File: config.mk
export PLATFORM = sky130hd
export DESIGN_NAME = predictive_yaw_rotation_controller_unit
export DESIGN_NICKNAME = d
export VERILOG_FILES = /design/src/rtl/core/pyrc_pkg.sv /design/src/rtl/core/pyrc_cfg.sv /design/src/rtl/core/pyrc_dp.sv /design/src/rtl/core/pyrc_ctrl.sv /design/src/rtl/core/predictive_yaw_rotation_controller_unit.sv
export SDC_FILE = /design/constraint.sdc
export NUM_CORES = 2
export LEC_CHECK = 0
export BUFFER_PORTS_ARGS = -buffer_cell sky130_fd_sc_hd__buf_2
export CORE_MARGIN = 5
export CORE_UTILIZATION = 35
export CTS_CLUSTER_SIZE = 8
export DETAILED_ROUTE_END_ITERATION = 10
export PLACE_DENSITY = 0.54
export SLEW_MARGIN = 20
export SYNTH_ARGS = -nofsm -noshare
export SYNTH_HDL_FRONTEND = slang
export SYNTH_SLANG_ARGS = --single-unit
export TNS_END_PERCENT = 20
File: constraint.sdc
create_clock -name clk -period 8.5 [get_ports clk]
set_input_delay 0.85 -clock clk [delete_from_list [all_inputs] [get_ports clk]]
set_output_delay 0.85 -clock clk [all_outputs]
set_load 0.05 [all_outputs]
File: src/rtl/core/pyrc_pkg.sv
package pyrc_pkg;

  localparam int CORDIC_STEPS = 16;
  localparam int STEP_W = (CORDIC_STEPS > 1) ? $clog2(CORDIC_STEPS) : 1;
  localparam int CORDIC_W = 36;
  localparam int ANG_W = 26;
  localparam int PADDR_W = 5;

  localparam logic [12:0] MIN_RATE_Q16 = 13'd6836;
  localparam logic [15:0] QUARTER_TURN = 16'h4000;
  localparam logic [15:0] HALF_TURN = 16'h8000;
  localparam logic signed [ANG_W-1:0] CORDIC_QUARTER = ANG_W'(1) << 22;
  localparam logic signed [ANG_W-1:0] CORDIC_ROUND = ANG_W'(128);

  typedef enum logic [1:0] {
    KEY_NONE    = 2'd0,
    KEY_PRESS   = 2'd1,
    KEY_RELEASE = 2'd2
  } key_action_t;

  typedef enum logic [3:0] {
    STAT_IDLE        = 4'd0,
    STAT_ARMED       = 4'd1,
    STAT_ROTATING    = 4'd2,
    STAT_ARRIVED     = 4'd3,
    STAT_OVERSHOT    = 4'd4,
    STAT_TIMEOUT     = 4'd5,
    STAT_CAMERA_LOST = 4'd6,
    STAT_YAW_FAULT   = 4'd7,
    STAT_SKIP_NOCAM  = 4'd8,
    STAT_SKIP_NOYAW  = 4'd9,
    STAT_SKIP_NOPOS  = 4'd10,
    STAT_AT_TARGET   = 4'd11
  } status_t;

  typedef enum logic [2:0] {
    CFG_LOOKAHEAD = 3'd0,
    CFG_TOLERANCE = 3'd1,
    CFG_TIMEOUT   = 3'd2,
    CFG_OVERSHOOT = 3'd3,
    CFG_COINCIDE  = 3'd4
  } cfg_reg_t;

  typedef enum logic [1:0] {
    TGT_CARDINAL = 2'd0,
    TGT_BEARING  = 2'd1,
    TGT_ZERO     = 2'd2
  } tgt_sel_t;

  typedef enum logic [3:0] {
    ST_IDLE    = 4'd0,
    ST_DECODE  = 4'd1,
    ST_TRACK   = 4'd2,
    ST_PRODUCT = 4'd3,
    ST_DECIDE  = 4'd4,
    ST_OFFSET  = 4'd5,
    ST_PREROT  = 4'd6,
    ST_ROTATE  = 4'd7,
    ST_ROUND   = 4'd8,
    ST_AIM     = 4'd9,
    ST_FINISH  = 4'd10
  } state_t;

  typedef struct packed {
    logic               hotkey_pressed;
    logic               camera_present;
    logic               yaw_valid;
    logic [15:0]        current_yaw;
    logic [31:0]        now_ms;
    logic               beacon_target_valid;
    logic               player_pos_valid;
    logic signed [31:0] waypoint_x;
    logic signed [31:0] waypoint_y;
    logic signed [31:0] player_x;
    logic signed [31:0] player_y;
  } in_item_t;

  typedef struct packed {
    logic [1:0]  key_action;
    logic        key_clockwise;
    logic [3:0]  status;
    logic        rotation_active;
    logic [15:0] target_yaw;
  } out_item_t;

  typedef struct packed {
    logic [9:0]  lookahead_ms;
    logic [12:0] arrival_tolerance;
    logic [15:0] timeout_ms;
    logic [14:0] overshoot_margin;
    logic [15:0] coincide_limit;
  } cfg_t;

  typedef struct packed {
    logic              load;
    logic              track;
    logic              product;
    logic              commit_track;
    logic              clear_active;
    logic              offset;
    logic              prerot;
    logic              rotate;
    logic              tgt_load;
    tgt_sel_t          tgt_sel;
    logic              arm;
    logic              res_load;
    key_action_t       res_action;
    status_t           res_status;
    logic              out_load;
    logic [STEP_W-1:0] step;
  } dp_cmd_t;

  typedef struct packed {
    logic active;
    logic hotkey;
    logic camera;
    logic yaw_ok;
    logic beacon;
    logic pos_ok;
    logic arrived;
    logic overshot;
    logic timed;
    logic coincident;
    logic zero_offset;
    logic within_tol;
  } dp_sts_t;

  function automatic logic [21:0] atan_entry(input logic [4:0] idx);
    logic [21:0] e;
    unique case (idx)
      5'd0:  e = 22'd2097152;
      5'd1:  e = 22'd1238021;
      5'd2:  e = 22'd654136;
      5'd3:  e = 22'd332050;
      5'd4:  e = 22'd166669;
      5'd5:  e = 22'd83416;
      5'd6:  e = 22'd41718;
      5'd7:  e = 22'd20860;
      5'd8:  e = 22'd10430;
      5'd9:  e = 22'd5215;
      5'd10: e = 22'd2608;
      5'd11: e = 22'd1304;
      5'd12: e = 22'd652;
      5'd13: e = 22'd326;
      5'd14: e = 22'd163;
      5'd15: e = 22'd81;
      5'd16: e = 22'd41;
      5'd17: e = 22'd20;
      5'd18: e = 22'd10;
      5'd19: e = 22'd5;
      5'd20: e = 22'd3;
      5'd21: e = 22'd1;
      5'd22: e = 22'd1;
      default: e = 22'd0;
    endcase
    return e;
  endfunction

  // magnitude of a wrapped angle difference, half turn counts positive
  function automatic logic [15:0] angle_abs(input logic [15:0] d);
    return (d > HALF_TURN) ? 16'(16'h0 - d) : d;
  endfunction

  function automatic logic angle_pos(input logic [15:0] d);
    return (d != 16'h0) && (d <= HALF_TURN);
  endfunction

endpackage

File: src/rtl/core/pyrc_cfg.sv
module pyrc_cfg (
  input  logic                           clk,
  input  logic                           rst,
  input  logic                           psel,
  input  logic                           penable,
  input  logic                           pwrite,
  input  logic [pyrc_pkg::PADDR_W-1:0]   paddr,
  input  logic [31:0]                    pwdata,
  output logic [31:0]                    prdata,
  output pyrc_pkg::cfg_t                 cfg
);
  import pyrc_pkg::*;

  cfg_reg_t widx;
  logic     wr;

  assign widx = cfg_reg_t'(paddr[PADDR_W-1:2]);
  assign wr   = psel && penable && pwrite;

  always_ff @(posedge clk) begin
    if (rst) begin
      cfg.lookahead_ms      <= 10'd40;
      cfg.arrival_tolerance <= 13'd522;
      cfg.timeout_ms        <= 16'd3000;
      cfg.overshoot_margin  <= 15'd8192;
      cfg.coincide_limit    <= 16'd7;
    end else if (wr) begin
      unique case (widx)
        CFG_LOOKAHEAD: cfg.lookahead_ms      <= pwdata[9:0];
        CFG_TOLERANCE: cfg.arrival_tolerance <= pwdata[12:0];
        CFG_TIMEOUT:   cfg.timeout_ms        <= pwdata[15:0];
        CFG_OVERSHOOT: cfg.overshoot_margin  <= pwdata[14:0];
        CFG_COINCIDE:  cfg.coincide_limit    <= pwdata[15:0];
        default: ;
      endcase
    end
  end

  always_comb begin
    unique case (widx)
      CFG_LOOKAHEAD: prdata = {22'b0, cfg.lookahead_ms};
      CFG_TOLERANCE: prdata = {19'b0, cfg.arrival_tolerance};
      CFG_TIMEOUT:   prdata = {16'b0, cfg.timeout_ms};
      CFG_OVERSHOOT: prdata = {17'b0, cfg.overshoot_margin};
      CFG_COINCIDE:  prdata = {16'b0, cfg.coincide_limit};
      default:       prdata = 32'b0;
    endcase
  end

endmodule

File: src/rtl/core/pyrc_dp.sv
module pyrc_dp (
  input  logic                 clk,
  input  logic                 rst,
  input  pyrc_pkg::cfg_t       cfg,
  input  pyrc_pkg::in_item_t   item,
  input  pyrc_pkg::dp_cmd_t    cmd,
  output pyrc_pkg::dp_sts_t    sts,
  output pyrc_pkg::out_item_t  result
);
  import pyrc_pkg::*;

  in_item_t item_q;

  // rotation state
  logic        active;
  logic        held_cw;
  logic [15:0] target_angle;
  logic [15:0] init_abs;
  logic [31:0] start_time;
  logic [15:0] prev_yaw;
  logic [31:0] prev_time;

  // tracking pipeline
  logic [15:0] arem_q;
  logic [15:0] ady_q;
  logic [31:0] dt_q;
  logic        dt_nz_q;
  logic        dir_ok_q;
  logic        arr_static_q;
  logic        overshot_q;
  logic        timed_q;
  logic [44:0] prod_rate;
  logic [47:0] prod_rem;
  logic [25:0] prod_la;

  // bearing unit
  logic signed [32:0]         dx_q;
  logic signed [32:0]         dy_q;
  logic signed [CORDIC_W-1:0] cx;
  logic signed [CORDIC_W-1:0] cy;
  logic signed [ANG_W-1:0]    cang;
  logic [15:0]                tgt_q;

  key_action_t res_action;
  status_t     res_status;

  logic [15:0]                rem_d;
  logic [15:0]                dyaw_d;
  logic [31:0]                dt_d;
  logic [31:0]                elapsed;
  logic [15:0]                arem_d;
  logic [15:0]                ady_d;
  logic [16:0]                overshoot_lim;
  logic                       rate_ok;
  logic                       predict;
  logic [32:0]                adx;
  logic [32:0]                ady_off;
  logic signed [CORDIC_W-1:0] dx_ext;
  logic signed [CORDIC_W-1:0] dy_ext;
  logic signed [CORDIC_W-1:0] xs;
  logic signed [CORDIC_W-1:0] ys;
  logic signed [ANG_W-1:0]    atan_d;
  logic signed [ANG_W-1:0]    angle_sum;
  logic [15:0]                compass;
  logic [1:0]                 next_sector;
  logic [1:0]                 card_code;
  logic [15:0]                tgt_card;
  logic [15:0]                aim_d;
  logic [15:0]                aim_abs;
  logic                       aim_pos;

  assign rem_d         = target_angle - item_q.current_yaw;
  assign dyaw_d        = item_q.current_yaw - prev_yaw;
  assign dt_d          = item_q.now_ms - prev_time;
  assign elapsed       = item_q.now_ms - start_time;
  assign arem_d        = angle_abs(rem_d);
  assign ady_d         = angle_abs(dyaw_d);
  assign overshoot_lim = {1'b0, init_abs} + {2'b0, cfg.overshoot_margin};

  assign rate_ok = {13'b0, ady_q, 16'b0} >= prod_rate;
  assign predict = prod_rem <= {22'b0, prod_la};

  assign adx     = dx_q[32] ? 33'(-dx_q) : 33'(dx_q);
  assign ady_off = dy_q[32] ? 33'(-dy_q) : 33'(dy_q);
  assign dx_ext  = {{(CORDIC_W-33){dx_q[32]}}, dx_q};
  assign dy_ext  = {{(CORDIC_W-33){dy_q[32]}}, dy_q};

  assign xs        = cx >>> cmd.step;
  assign ys        = cy >>> cmd.step;
  assign atan_d    = $signed({{(ANG_W-22){1'b0}}, atan_entry(5'(cmd.step))});
  assign angle_sum = cang + CORDIC_ROUND;

  // next clockwise cardinal
  assign compass     = QUARTER_TURN - item_q.current_yaw;
  assign next_sector = compass[15:14] + 2'd1;
  assign card_code   = 2'b01 - next_sector;
  assign tgt_card    = {card_code, 14'b0};

  assign aim_d   = tgt_q - item_q.current_yaw;
  assign aim_abs = angle_abs(aim_d);
  assign aim_pos = angle_pos(aim_d);

  always_comb begin
    sts.active      = active;
    sts.hotkey      = item_q.hotkey_pressed;
    sts.camera      = item_q.camera_present;
    sts.yaw_ok      = item_q.yaw_valid;
    sts.beacon      = item_q.beacon_target_valid;
    sts.pos_ok      = item_q.player_pos_valid;
    sts.arrived     = (dt_nz_q && rate_ok && dir_ok_q) ? predict : arr_static_q;
    sts.overshot    = overshot_q;
    sts.timed       = timed_q;
    sts.coincident  = (adx < {17'b0, cfg.coincide_limit}) &&
                      (ady_off < {17'b0, cfg.coincide_limit});
    sts.zero_offset = (dx_q == 33'sd0) && (dy_q == 33'sd0);
    sts.within_tol  = aim_abs <= {3'b0, cfg.arrival_tolerance};
  end

  always_ff @(posedge clk) begin
    if (rst) begin
      active       <= 1'b0;
      held_cw      <= 1'b0;
      target_angle <= 16'h0;
      init_abs     <= 16'h0;
      start_time   <= 32'h0;
      prev_yaw     <= 16'h0;
      prev_time    <= 32'h0;
    end else begin
      if (cmd.clear_active) begin
        active <= 1'b0;
      end
      if (cmd.commit_track) begin
        prev_yaw  <= item_q.current_yaw;
        prev_time <= item_q.now_ms;
      end
      if (cmd.arm) begin
        active       <= 1'b1;
        held_cw      <= !aim_pos;
        target_angle <= tgt_q;
        init_abs     <= aim_abs;
        start_time   <= item_q.now_ms;
        prev_yaw     <= item_q.current_yaw;
        prev_time    <= item_q.now_ms;
      end
    end
  end

  always_ff @(posedge clk) begin
    if (cmd.load) begin
      item_q <= item;
    end
    if (cmd.track) begin
      arem_q       <= arem_d;
      ady_q        <= ady_d;
      dt_q         <= dt_d;
      dt_nz_q      <= dt_d != 32'h0;
      dir_ok_q     <= angle_pos(rem_d) == angle_pos(dyaw_d);
      arr_static_q <= arem_d <= {3'b0, cfg.arrival_tolerance};
      overshot_q   <= {1'b0, arem_d} > overshoot_lim;
      timed_q      <= elapsed >= {16'b0, cfg.timeout_ms};
    end
    if (cmd.product) begin
      prod_rate <= {13'b0, dt_q} * {32'b0, MIN_RATE_Q16};
      prod_rem  <= {16'b0, dt_q} * {32'b0, arem_q};
      prod_la   <= {16'b0, cfg.lookahead_ms} * {10'b0, ady_q};
    end
    if (cmd.offset) begin
      dx_q <= {item_q.waypoint_x[31], item_q.waypoint_x} -
              {item_q.player_x[31], item_q.player_x};
      dy_q <= {item_q.waypoint_y[31], item_q.waypoint_y} -
              {item_q.player_y[31], item_q.player_y};
    end
    if (cmd.prerot) begin
      if (dx_q[32]) begin
        if (!dy_q[32]) begin
          cx   <= dy_ext;
          cy   <= -dx_ext;
          cang <= CORDIC_QUARTER;
        end else begin
          cx   <= -dy_ext;
          cy   <= dx_ext;
          cang <= -CORDIC_QUARTER;
        end
      end else begin
        cx   <= dx_ext;
        cy   <= dy_ext;
        cang <= '0;
      end
    end else if (cmd.rotate) begin
      if (cy > 0) begin
        cx   <= cx + ys;
        cy   <= cy - xs;
        cang <= cang + atan_d;
      end else begin
        cx   <= cx - ys;
        cy   <= cy + xs;
        cang <= cang - atan_d;
      end
    end
    if (cmd.tgt_load) begin
      unique case (cmd.tgt_sel)
        TGT_CARDINAL: tgt_q <= tgt_card;
        TGT_BEARING:  tgt_q <= angle_sum[23:8];
        TGT_ZERO:     tgt_q <= 16'h0;
        default:      tgt_q <= 16'h0;
      endcase
    end
    if (cmd.res_load) begin
      res_action <= cmd.res_action;
      res_status <= cmd.res_status;
    end
    if (cmd.out_load) begin
      result.key_action      <= res_action;
      result.key_clockwise   <= held_cw;
      result.status          <= res_status;
      result.rotation_active <= active;
      result.target_yaw      <= target_angle;
    end
  end

endmodule

File: src/rtl/core/pyrc_ctrl.sv
module pyrc_ctrl (
  input  logic                clk,
  input  logic                rst,
  input  logic                item_valid,
  output logic                item_stall,
  output logic                result_valid,
  input  logic                result_stall,
  input  pyrc_pkg::dp_sts_t   sts,
  output pyrc_pkg::dp_cmd_t   cmd
);
  import pyrc_pkg::*;

  state_t            state;
  state_t            state_next;
  logic [STEP_W-1:0] step;
  logic [STEP_W-1:0] step_next;
  logic              result_valid_next;
  logic              last_step;
  logic              release_now;
  logic              out_free;

  assign last_step   = step == STEP_W'(CORDIC_STEPS - 1);
  assign release_now = sts.arrived || sts.overshot || sts.timed;
  assign out_free    = !result_valid || !result_stall;
  assign item_stall  = state != ST_IDLE;

  always_ff @(posedge clk) begin
    if (rst) begin
      state        <= ST_IDLE;
      step         <= '0;
      result_valid <= 1'b0;
    end else begin
      state        <= state_next;
      step         <= step_next;
      result_valid <= result_valid_next;
    end
  end

  always_comb begin
    state_next = state;
    unique case (state)
      ST_IDLE: begin
        if (item_valid) state_next = ST_DECODE;
      end
      ST_DECODE: begin
        priority if (sts.active) begin
          state_next = (sts.camera && sts.yaw_ok) ? ST_TRACK : ST_FINISH;
        end else if (!sts.hotkey || !sts.camera || !sts.yaw_ok) begin
          state_next = ST_FINISH;
        end else if (sts.beacon) begin
          state_next = sts.pos_ok ? ST_OFFSET : ST_FINISH;
        end else begin
          state_next = ST_AIM;
        end
      end
      ST_TRACK:   state_next = ST_PRODUCT;
      ST_PRODUCT: state_next = ST_DECIDE;
      ST_DECIDE:  state_next = ST_FINISH;
      ST_OFFSET:  state_next = ST_PREROT;
      ST_PREROT: begin
        priority if (sts.coincident) state_next = ST_FINISH;
        else if (sts.zero_offset)    state_next = ST_AIM;
        else                         state_next = ST_ROTATE;
      end
      ST_ROTATE: begin
        if (last_step) state_next = ST_ROUND;
      end
      ST_ROUND:  state_next = ST_AIM;
      ST_AIM:    state_next = ST_FINISH;
      ST_FINISH: begin
        if (out_free) state_next = ST_IDLE;
      end
      default:   state_next = ST_IDLE;
    endcase
  end

  always_comb begin
    cmd               = '0;
    cmd.step          = step;
    step_next         = step;
    result_valid_next = (result_valid && !result_stall) ? 1'b0 : result_valid;
    unique case (state)
      ST_IDLE: begin
        cmd.load = item_valid;
      end
      ST_DECODE: begin
        priority if (sts.active) begin
          if (!(sts.camera && sts.yaw_ok)) begin
            cmd.clear_active = 1'b1;
            cmd.res_load     = 1'b1;
            cmd.res_action   = KEY_RELEASE;
            cmd.res_status   = sts.camera ? STAT_YAW_FAULT : STAT_CAMERA_LOST;
          end else begin
            cmd.track = 1'b1;
          end
        end else if (!sts.hotkey) begin
          cmd.res_load   = 1'b1;
          cmd.res_action = KEY_NONE;
          cmd.res_status = STAT_IDLE;
        end else if (!sts.camera) begin
          cmd.res_load   = 1'b1;
          cmd.res_action = KEY_NONE;
          cmd.res_status = STAT_SKIP_NOCAM;
        end else if (!sts.yaw_ok) begin
          cmd.res_load   = 1'b1;
          cmd.res_action = KEY_NONE;
          cmd.res_status = STAT_SKIP_NOYAW;
        end else if (sts.beacon) begin
          if (sts.pos_ok) begin
            cmd.offset = 1'b1;
          end else begin
            cmd.res_load   = 1'b1;
            cmd.res_action = KEY_NONE;
            cmd.res_status = STAT_SKIP_NOPOS;
          end
        end else begin
          cmd.tgt_load = 1'b1;
          cmd.tgt_sel  = TGT_CARDINAL;
        end
      end
      ST_TRACK: begin
        cmd.track = 1'b1;
      end
      ST_PRODUCT: begin
        cmd.product = 1'b1;
      end
      ST_DECIDE: begin
        cmd.commit_track = 1'b1;
        cmd.res_load     = 1'b1;
        if (release_now) begin
          cmd.clear_active = 1'b1;
          cmd.res_action   = KEY_RELEASE;
          priority if (sts.arrived) cmd.res_status = STAT_ARRIVED;
          else if (sts.overshot)    cmd.res_status = STAT_OVERSHOT;
          else                      cmd.res_status = STAT_TIMEOUT;
        end else begin
          cmd.res_action = KEY_NONE;
          cmd.res_status = STAT_ROTATING;
        end
      end
      ST_OFFSET: begin
        cmd.offset = 1'b1;
      end
      ST_PREROT: begin
        priority if (sts.coincident) begin
          cmd.res_load   = 1'b1;
          cmd.res_action = KEY_NONE;
          cmd.res_status = STAT_SKIP_NOPOS;
        end else if (sts.zero_offset) begin
          cmd.tgt_load = 1'b1;
          cmd.tgt_sel  = TGT_ZERO;
        end else begin
          cmd.prerot = 1'b1;
          step_next  = '0;
        end
      end
      ST_ROTATE: begin
        cmd.rotate = 1'b1;
        step_next  = step + STEP_W'(1);
      end
      ST_ROUND: begin
        cmd.tgt_load = 1'b1;
        cmd.tgt_sel  = TGT_BEARING;
      end
      ST_AIM: begin
        cmd.res_load = 1'b1;
        if (sts.within_tol) begin
          cmd.res_action = KEY_NONE;
          cmd.res_status = STAT_AT_TARGET;
        end else begin
          cmd.arm        = 1'b1;
          cmd.res_action = KEY_PRESS;
          cmd.res_status = STAT_ARMED;
        end
      end
      ST_FINISH: begin
        if (out_free) begin
          cmd.out_load      = 1'b1;
          result_valid_next = 1'b1;
        end
      end
      default: ;
    endcase
  end

endmodule

File: src/rtl/core/predictive_yaw_rotation_controller_unit.sv
// channel  dir  handshake                    payload
// item     in   item_valid / item_stall      pyrc_pkg::in_item_t, one tick
// result   out  result_valid / result_stall  pyrc_pkg::out_item_t, one per tick
// config   in   psel penable pwrite pready   paddr[4:2] selects register, pwdata
//
// one tick in flight; a tick goes DECODE, then FINISH when idle, skipped early or on a
// release for lost camera or yaw, or first AIM on a cardinal target, OFFSET, PREROT on a
// coincident waypoint, TRACK, PRODUCT, DECIDE during a rotation, OFFSET, PREROT, AIM on a
// zero offset, OFFSET, PREROT, ROTATE, ROUND, AIM on a waypoint (one micro-rotation per
// cycle in the atan2 unit); the result sits in an output register, so the next tick enters
// while it waits and holds in its last cycle until that result is taken; rst is synchronous
module predictive_yaw_rotation_controller_unit (
  input  logic                          clk,
  input  logic                          rst,
  input  logic                          item_valid,
  output logic                          item_stall,
  input  pyrc_pkg::in_item_t            item,
  output logic                          result_valid,
  input  logic                          result_stall,
  output pyrc_pkg::out_item_t           result,
  input  logic                          psel,
  input  logic                          penable,
  input  logic                          pwrite,
  input  logic [pyrc_pkg::PADDR_W-1:0]  paddr,
  input  logic [31:0]                   pwdata,
  output logic [31:0]                   prdata,
  output logic                          pready
);
  import pyrc_pkg::*;

  cfg_t    cfg;
  dp_cmd_t cmd;
  dp_sts_t sts;

  assign pready = 1'b1;

  pyrc_cfg u_cfg (
    .clk     (clk),
    .rst     (rst),
    .psel    (psel),
    .penable (penable),
    .pwrite  (pwrite),
    .paddr   (paddr),
    .pwdata  (pwdata),
    .prdata  (prdata),
    .cfg     (cfg)
  );

  pyrc_dp u_dp (
    .clk    (clk),
    .rst    (rst),
    .cfg    (cfg),
    .item   (item),
    .cmd    (cmd),
    .sts    (sts),
    .result (result)
  );

  pyrc_ctrl u_ctrl (
    .clk          (clk),
    .rst          (rst),
    .item_valid   (item_valid),
    .item_stall   (item_stall),
    .result_valid (result_valid),
    .result_stall (result_stall),
    .sts          (sts),
    .cmd          (cmd)
  );

endmodule

### Word level (Yosys, flattened, before mapping)

Memory sizes are Yosys's and may differ from the RTL's. A register that Yosys moved wholly into a read port is not among the register bits.
Cells that the tools add are included.

| word-level totals | value |
|---|---|
| register bits after elaboration | 770 |
| memory bits (read-only) | 352 |
| input bits | 225 |
| output and inout bits | 59 |
| logic and storage cells | 258 |
| memories kept | 1 |

| cells by class | value |
|---|---|
| add/subtract/negate cells | 26 |
| multipliers | 3 |
| $lt $le $gt $ge | 15 |
| equal/unequal tests | 22 |
| shifts and indexed selects | 2 |
| muxes and demuxes | 95 |
| reductions and logical operators | 44 |

Memories:

| name | depth | width | rd ports | clocked after memory_dff | wr ports | line | RTL |
|---|---|---|---|---|---|---|---|
| (no name shown) | 16 | 22 | 1 | 1 | 0 | pyrc_pkg.sv:130 | `unique case (idx)` |

Operator list:

| kind | count |
|---|---|
| 36-bit 2-to-1 mux | 10 |
| 26-bit 2-to-1 mux | 5 |
| 16-bit 2-to-1 mux | 5 |
| 16-bit one-hot mux with 5 select lines | 1 |
| 36-bit adder | 2 |
| 33-bit negator with 36-bit output | 2 |
| 36-bit by 4-bit >>> shifter with 36-bit output | 2 |
| 36-bit subtractor | 2 |
| 33-bit logical NOT | 2 |
| 33-bit by 16-bit < comparator with 1-bit output | 2 |
| 33-bit 2-to-1 mux | 2 |
| 33-bit negator | 2 |
| 32-bit by 32-bit subtractor with 33-bit output | 2 |
| 32-bit 2-to-1 mux | 2 |
| 32-bit subtractor | 2 |
| 4-bit 2-to-1 mux | 15 |
| 7-bit 2-to-1 mux | 8 |
| 16-bit greater-than comparator (second input constant) | 3 |
| 16-bit <= comparator (second input constant) | 3 |
| 48-bit by 26-bit <= comparator with 1-bit output | 1 |
| 32-bit by 16-bit multiplier with 48-bit output | 1 |
| 16-bit nonzero test | 3 |
| 1-bit by 16-bit subtractor with 16-bit output (first input constant) | 3 |
| 16-bit subtractor | 3 |
| 48 further kinds | 124 |

### Longest topological paths before layout

| logic depth | value |
|---|---|
| word-level depth | 10 |
| depth in mapped cells | 29 |
| depth with buffers taken out | 27 |

### Hierarchy

A second synthesis with hierarchy kept.

| unflattened totals | value |
|---|---|
| cells, all modules | 8802 |
| area, all modules | 82791.9 um2 |

By module, submodules not included:

| module | instances | cells each | area an instance (um2) |
|---|---|---|---|
| pyrc_dp | 1 | 8327 | 78472.8 |
| pyrc_cfg | 1 | 357 | 3472.1 |
| pyrc_ctrl | 1 | 116 | 835.8 |
| predictive_yaw_rotation_controller_unit | 1 | 2 | 11.3 |

### Least setup slack after synthesis

Ideal clock, no wire load.

| timing path | value |
|---|---|
| path type | reg2reg |
| start | register u_dp.dx_q[0] |
| end | register u_dp.atan_d[9] (netlist name) |
| arrival | 7.632 ns |
| data required time | 8.372 ns |
| path slack | 0.740 ns |
| stages on the path, launching flop included | 18 |
| period minus slack after synthesis | 7.760 ns |
| cells stage by stage | edfxtp_1 -> inv_1 -> ha_1 -> nor3b_1 -> nand2_1 -> nor3_1 -> nand2b_1 -> xnor2_1 -> ha_1 -> o2111ai_1 -> o31ai_1 -> a2111oi_4 -> nand3_2 -> a21oi_1 -> nor2_1 -> xnor2_1 -> nand2_1 -> a31oi_1 |

| between the ends | value |
|---|---|
| longest elaborated chain between the ends | 8 |

RTL lines:

| item | line | RTL |
|---|---|---|
| from (decl) | pyrc_dp.sv:37 | `logic signed [32:0] dx_q;` |
| from (signal assigned) | pyrc_dp.sv:168 | `dx_q <= {item_q.waypoint_x[31], item_q.waypoint_x} -` |
| 33-bit negator | pyrc_dp.sv:83 | `assign adx = dx_q[32] ? 33'(-dx_q) : 33'(dx_q);` |
| 33-bit 2-to-1 mux | pyrc_dp.sv:83 |  |
| 33-bit by 16-bit < comparator with 1-bit output | pyrc_dp.sv:113 | `sts.coincident = (adx < {17'b0, cfg.coincide_limit}) &&` |
| 1-bit logical AND | pyrc_dp.sv:113 |  |
| 2-bit != test (no line) | -- |  |
| 3-bit AND reduction (no line) (*) | -- |  |
| 4-bit 2-to-1 mux (no line) (*) (2 in series) | -- |  |

Every way passes the cells marked *; elsewhere a longest branch is shown, timed or not.
A chain may end at the register's enable or synchronous reset.

### Final worst setup path

| timing path | value |
|---|---|
| start | register u_dp.dt_q[9] |
| end | register u_dp.prod_rem[46] (data pin) |

| between the ends | value |
|---|---|
| longest elaborated chain between the ends | 1 |

RTL lines:

| item | line | RTL |
|---|---|---|
| from (decl) | pyrc_dp.sv:26 | `logic [31:0] dt_q;` |
| from (signal assigned) | pyrc_dp.sv:155 | `dt_q <= dt_d;` |
| 32-bit by 16-bit multiplier with 48-bit output | pyrc_dp.sv:164 | `prod_rem <= {16'b0, dt_q} * {32'b0, arem_q};` |
| to (signal assigned) | pyrc_dp.sv:164 |  |
| to (decl) | pyrc_dp.sv:33 | `logic [47:0] prod_rem;` |

No other way between the ends.

==> flow_metrics.tcl <==
set metrics [dict create \
    ys_warn_count 0 \
    die_area_sq_mm 0.242 \
    drt_first_pass_iters 8 \
    ctsHoldBuffers 0 \
    setup_tns_ns 0 \
    post_cts_buffers 0 \
    drtAntennaViolNets 0 \
    io_pins 284 \
    cts_resized 0 \
    crit_fanout 13 \
    gp_congestion 0.889 \
    mostFrequentLayoutCell "inv_1" \
    vias 61075 \
    rows 176 \
    root_buffer "clkbuf_16" \
    seq_area_frac_synth 0.266 \
    die_h_um 492 \
    grt_pass1_vias 63006 \
    syn_to_final_growth_pct 9.95 \
    final_hold_viol_count 0 \
    vias_per_cell 5.16 \
    avgSynthCellArea_sq_um 9.48 \
    drive_gt1_frac 0.0825 \
    max_freq_mhz 122 \
    yosys.cell_types.count 99 \
    finalSetupViolCount 0 \
    antenna_found_initial 9 \
    start_kind "flop" \
    port_buffers 248 \
    end_kind "flop" \
    drcViolationCount 0 \
    yosysTopAreaCell "edfxtp_1" \
    maxCapViolCount 0 \
    grt_max_degree 149 \
    cts_tree "done" \
    clock_path_buffers 3 \
    htree_levels 3 \
    synthCells 8560 \
    max-slew-margin-rel 0.281 \
    slew_violations 0 \
    start_util 0.352 \
    synth_edf_count 575 \
    min_period_ns 8.17 \
    yosys.area.top_type_share 0.213 \
    clock_skew_ns 0.0884 \
    core_sq_mm 0.230 \
    clk_pin_slew_ns 0.06 \
    synthesis.area_sq_mm 0.0812 \
    synth.area.top_cells "edfxtp_1 (21%), fa_1 (17%), ha_1 (12%), inv_1 (5.5%), dfxtp_1 (5.3%)" \
    critical_path_class "flop to flop" \
    async_flop_share 0 \
    synth_ff_type "edfxtp_1" \
    drt-total-wl_mm 234 \
    grt_util_all_layers 0.191 \
    drt_iter0_drc 3591 \
    grt-ovfl-total 0 \
    status "completed" \
    clk_latency_ns 0.80 \
    dieWidth_um 492 \
    cp_data_required_time_ns 8.97 \
    clock_sinks 790 \
    fin_nets 10393 \
    wl_per_cell_um 19.8 \
    cts_made_buffers 115 \
    dp_hpwl_mm 188 \
    grt_pass1_wl_mm 365 \
    critical_path_arrival_ns 8.64 \
    worst_pin_slew_ns 1.07 \
    rsz0062_at_grt "no" \
    mostFrequentLayoutCells "inv_1 (1,185), nand2_1 (858), ha_1 (774), fa_1 (680), edfxtp_1 (575)" \
    hold_path.class "primary input to flop" \
    post-route-period-util 0.961 \
    synth_seq_cells 790 \
]
## cell families after synthesis
kind of cell               after synthesis  share of synthesized area
and+or+nand+nor                       2389                      0.143
adders and majority gates             1454                      0.287
xor gates and xnor gates               550                     0.0593
muxes                                  305                     0.0514
DFF                                    790                      0.266
other                                    2                  0.0000925
AOI/OAI and AO/OA                     1547                      0.121
buffers and inverters                 1523                     0.0726
## critical path: stages (launching register included)
cell	delay, ns
edfxtp_1	0.64
buf_4	0.32
nand2_1	0.10
fa_1	0.52
inv_1	0.05
fa_1	0.55
fa_1	0.47
fa_1	0.52
fa_1	0.54
inv_1	0.05
fa_1	0.52
inv_1	0.04
ha_1	0.36
o21a_1	0.17
o2111ai_1	0.13
a21oi_1	0.32
o2111a_1	0.31
o21ai_0	0.19
a21oi_1	0.26
o2111ai_1	0.24
a2111oi_0	0.93
o21a_1	0.26
o21ai_0	0.10
a21oi_1	0.19
xor2_1	0.10
## cell type report
| type | instances | area, sq um |
|---|---|---|
| tap | 3026 | 3790 |
| sequential | 790 | 21600 |
| inverter | 1192 | 4480 |
| fill | 22949 | 141000 |
| clock inverter | 19 | 282 |
| antenna | 10 | 25.0 |
| multi-input combinational | 6262 | 53900 |
| clock buffer | 175 | 3160 |
| timing repair buffer | 353 | 2100 |
## per-stage QoR
stage / hold WS [ns] / setup slack, ns / cell area [sq um] / cells / utilization
finish: 0.224 / 0.333 / 89300 / 11827 / 0.388
global route: 0.176 / 0.0308 / 89200 / 11821 / 0.387
CTS: 0.156 / 0.357 / 89200 / 11817 / 0.387
detailed placement: 0.405 / 0.363 / 85800 / 11623 / 0.372
global placement: 0.407 / 0.501 / 85800 / 11623 / 0.372
floorplan: 0.400 / 0.740 / 81200 / 8575 / -
## routing by layer
metal | track usage | routed length, um | vias up
li1 | - | - | 29422
met4 | 0.0644 | 8690 | 2
met1 | 0.248 | 101000 | 29758
met5 | 0 | 13 | -
met2 | 0.326 | 112000 | 1524
met3 | 0.0262 | 11600 | 369
## synth_stat cells, drive strengths merged, types with 116 or more instances
cell type / count
inv: 1186
nand2: 858
ha: 774
fa: 680
edfxtp: 575
nor2: 482
a21oi: 478
xnor2: 357
o21ai: 324
and2: 316
clkbuf: 253
dfxtp: 215
xor2: 193
mux2i: 182
a21o: 161
nor3: 126
nand3: 116
## state kept, by name (all words and copies together), names as in the netlist, 32 cells and up
name / cells
u_dp.prod_rate: 43
u_dp.dy_q: 33
u_dp.cy: 36
u_dp.prod_rem: 48
u_cfg.cfg: 70
u_dp.start_time: 32
u_dp.dt_q: 32
u_dp.cx: 36
u_dp.prev_time: 32
u_dp.dx_q: 33
u_dp.item_q: 176
## final timing paths
path | slack [ns] | from | cells after the start | to
worst max-delay path | 0.33 | u_dp.dt_q[9]$_DFFE_PP_ | 24 | u_dp.prod_rem[46]$_DFFE_PP_
worst min-delay path | 0.22 | item[49] | 1 | u_dp.item_q[49]$_DFFE_PP_
worst max register to register | 0.33 | u_dp.dt_q[9]$_DFFE_PP_ | 24 | u_dp.prod_rem[46]$_DFFE_PP_
worst min register to register | 0.42 | u_dp.res_action[0]$_DFFE_PP_ | 0 | u_dp.result[22]$_DFFE_PP_
Power is left out: the tool's default activity adds up to more than one toggle a clock period on the data nets, which glitch-free logic cannot reach.
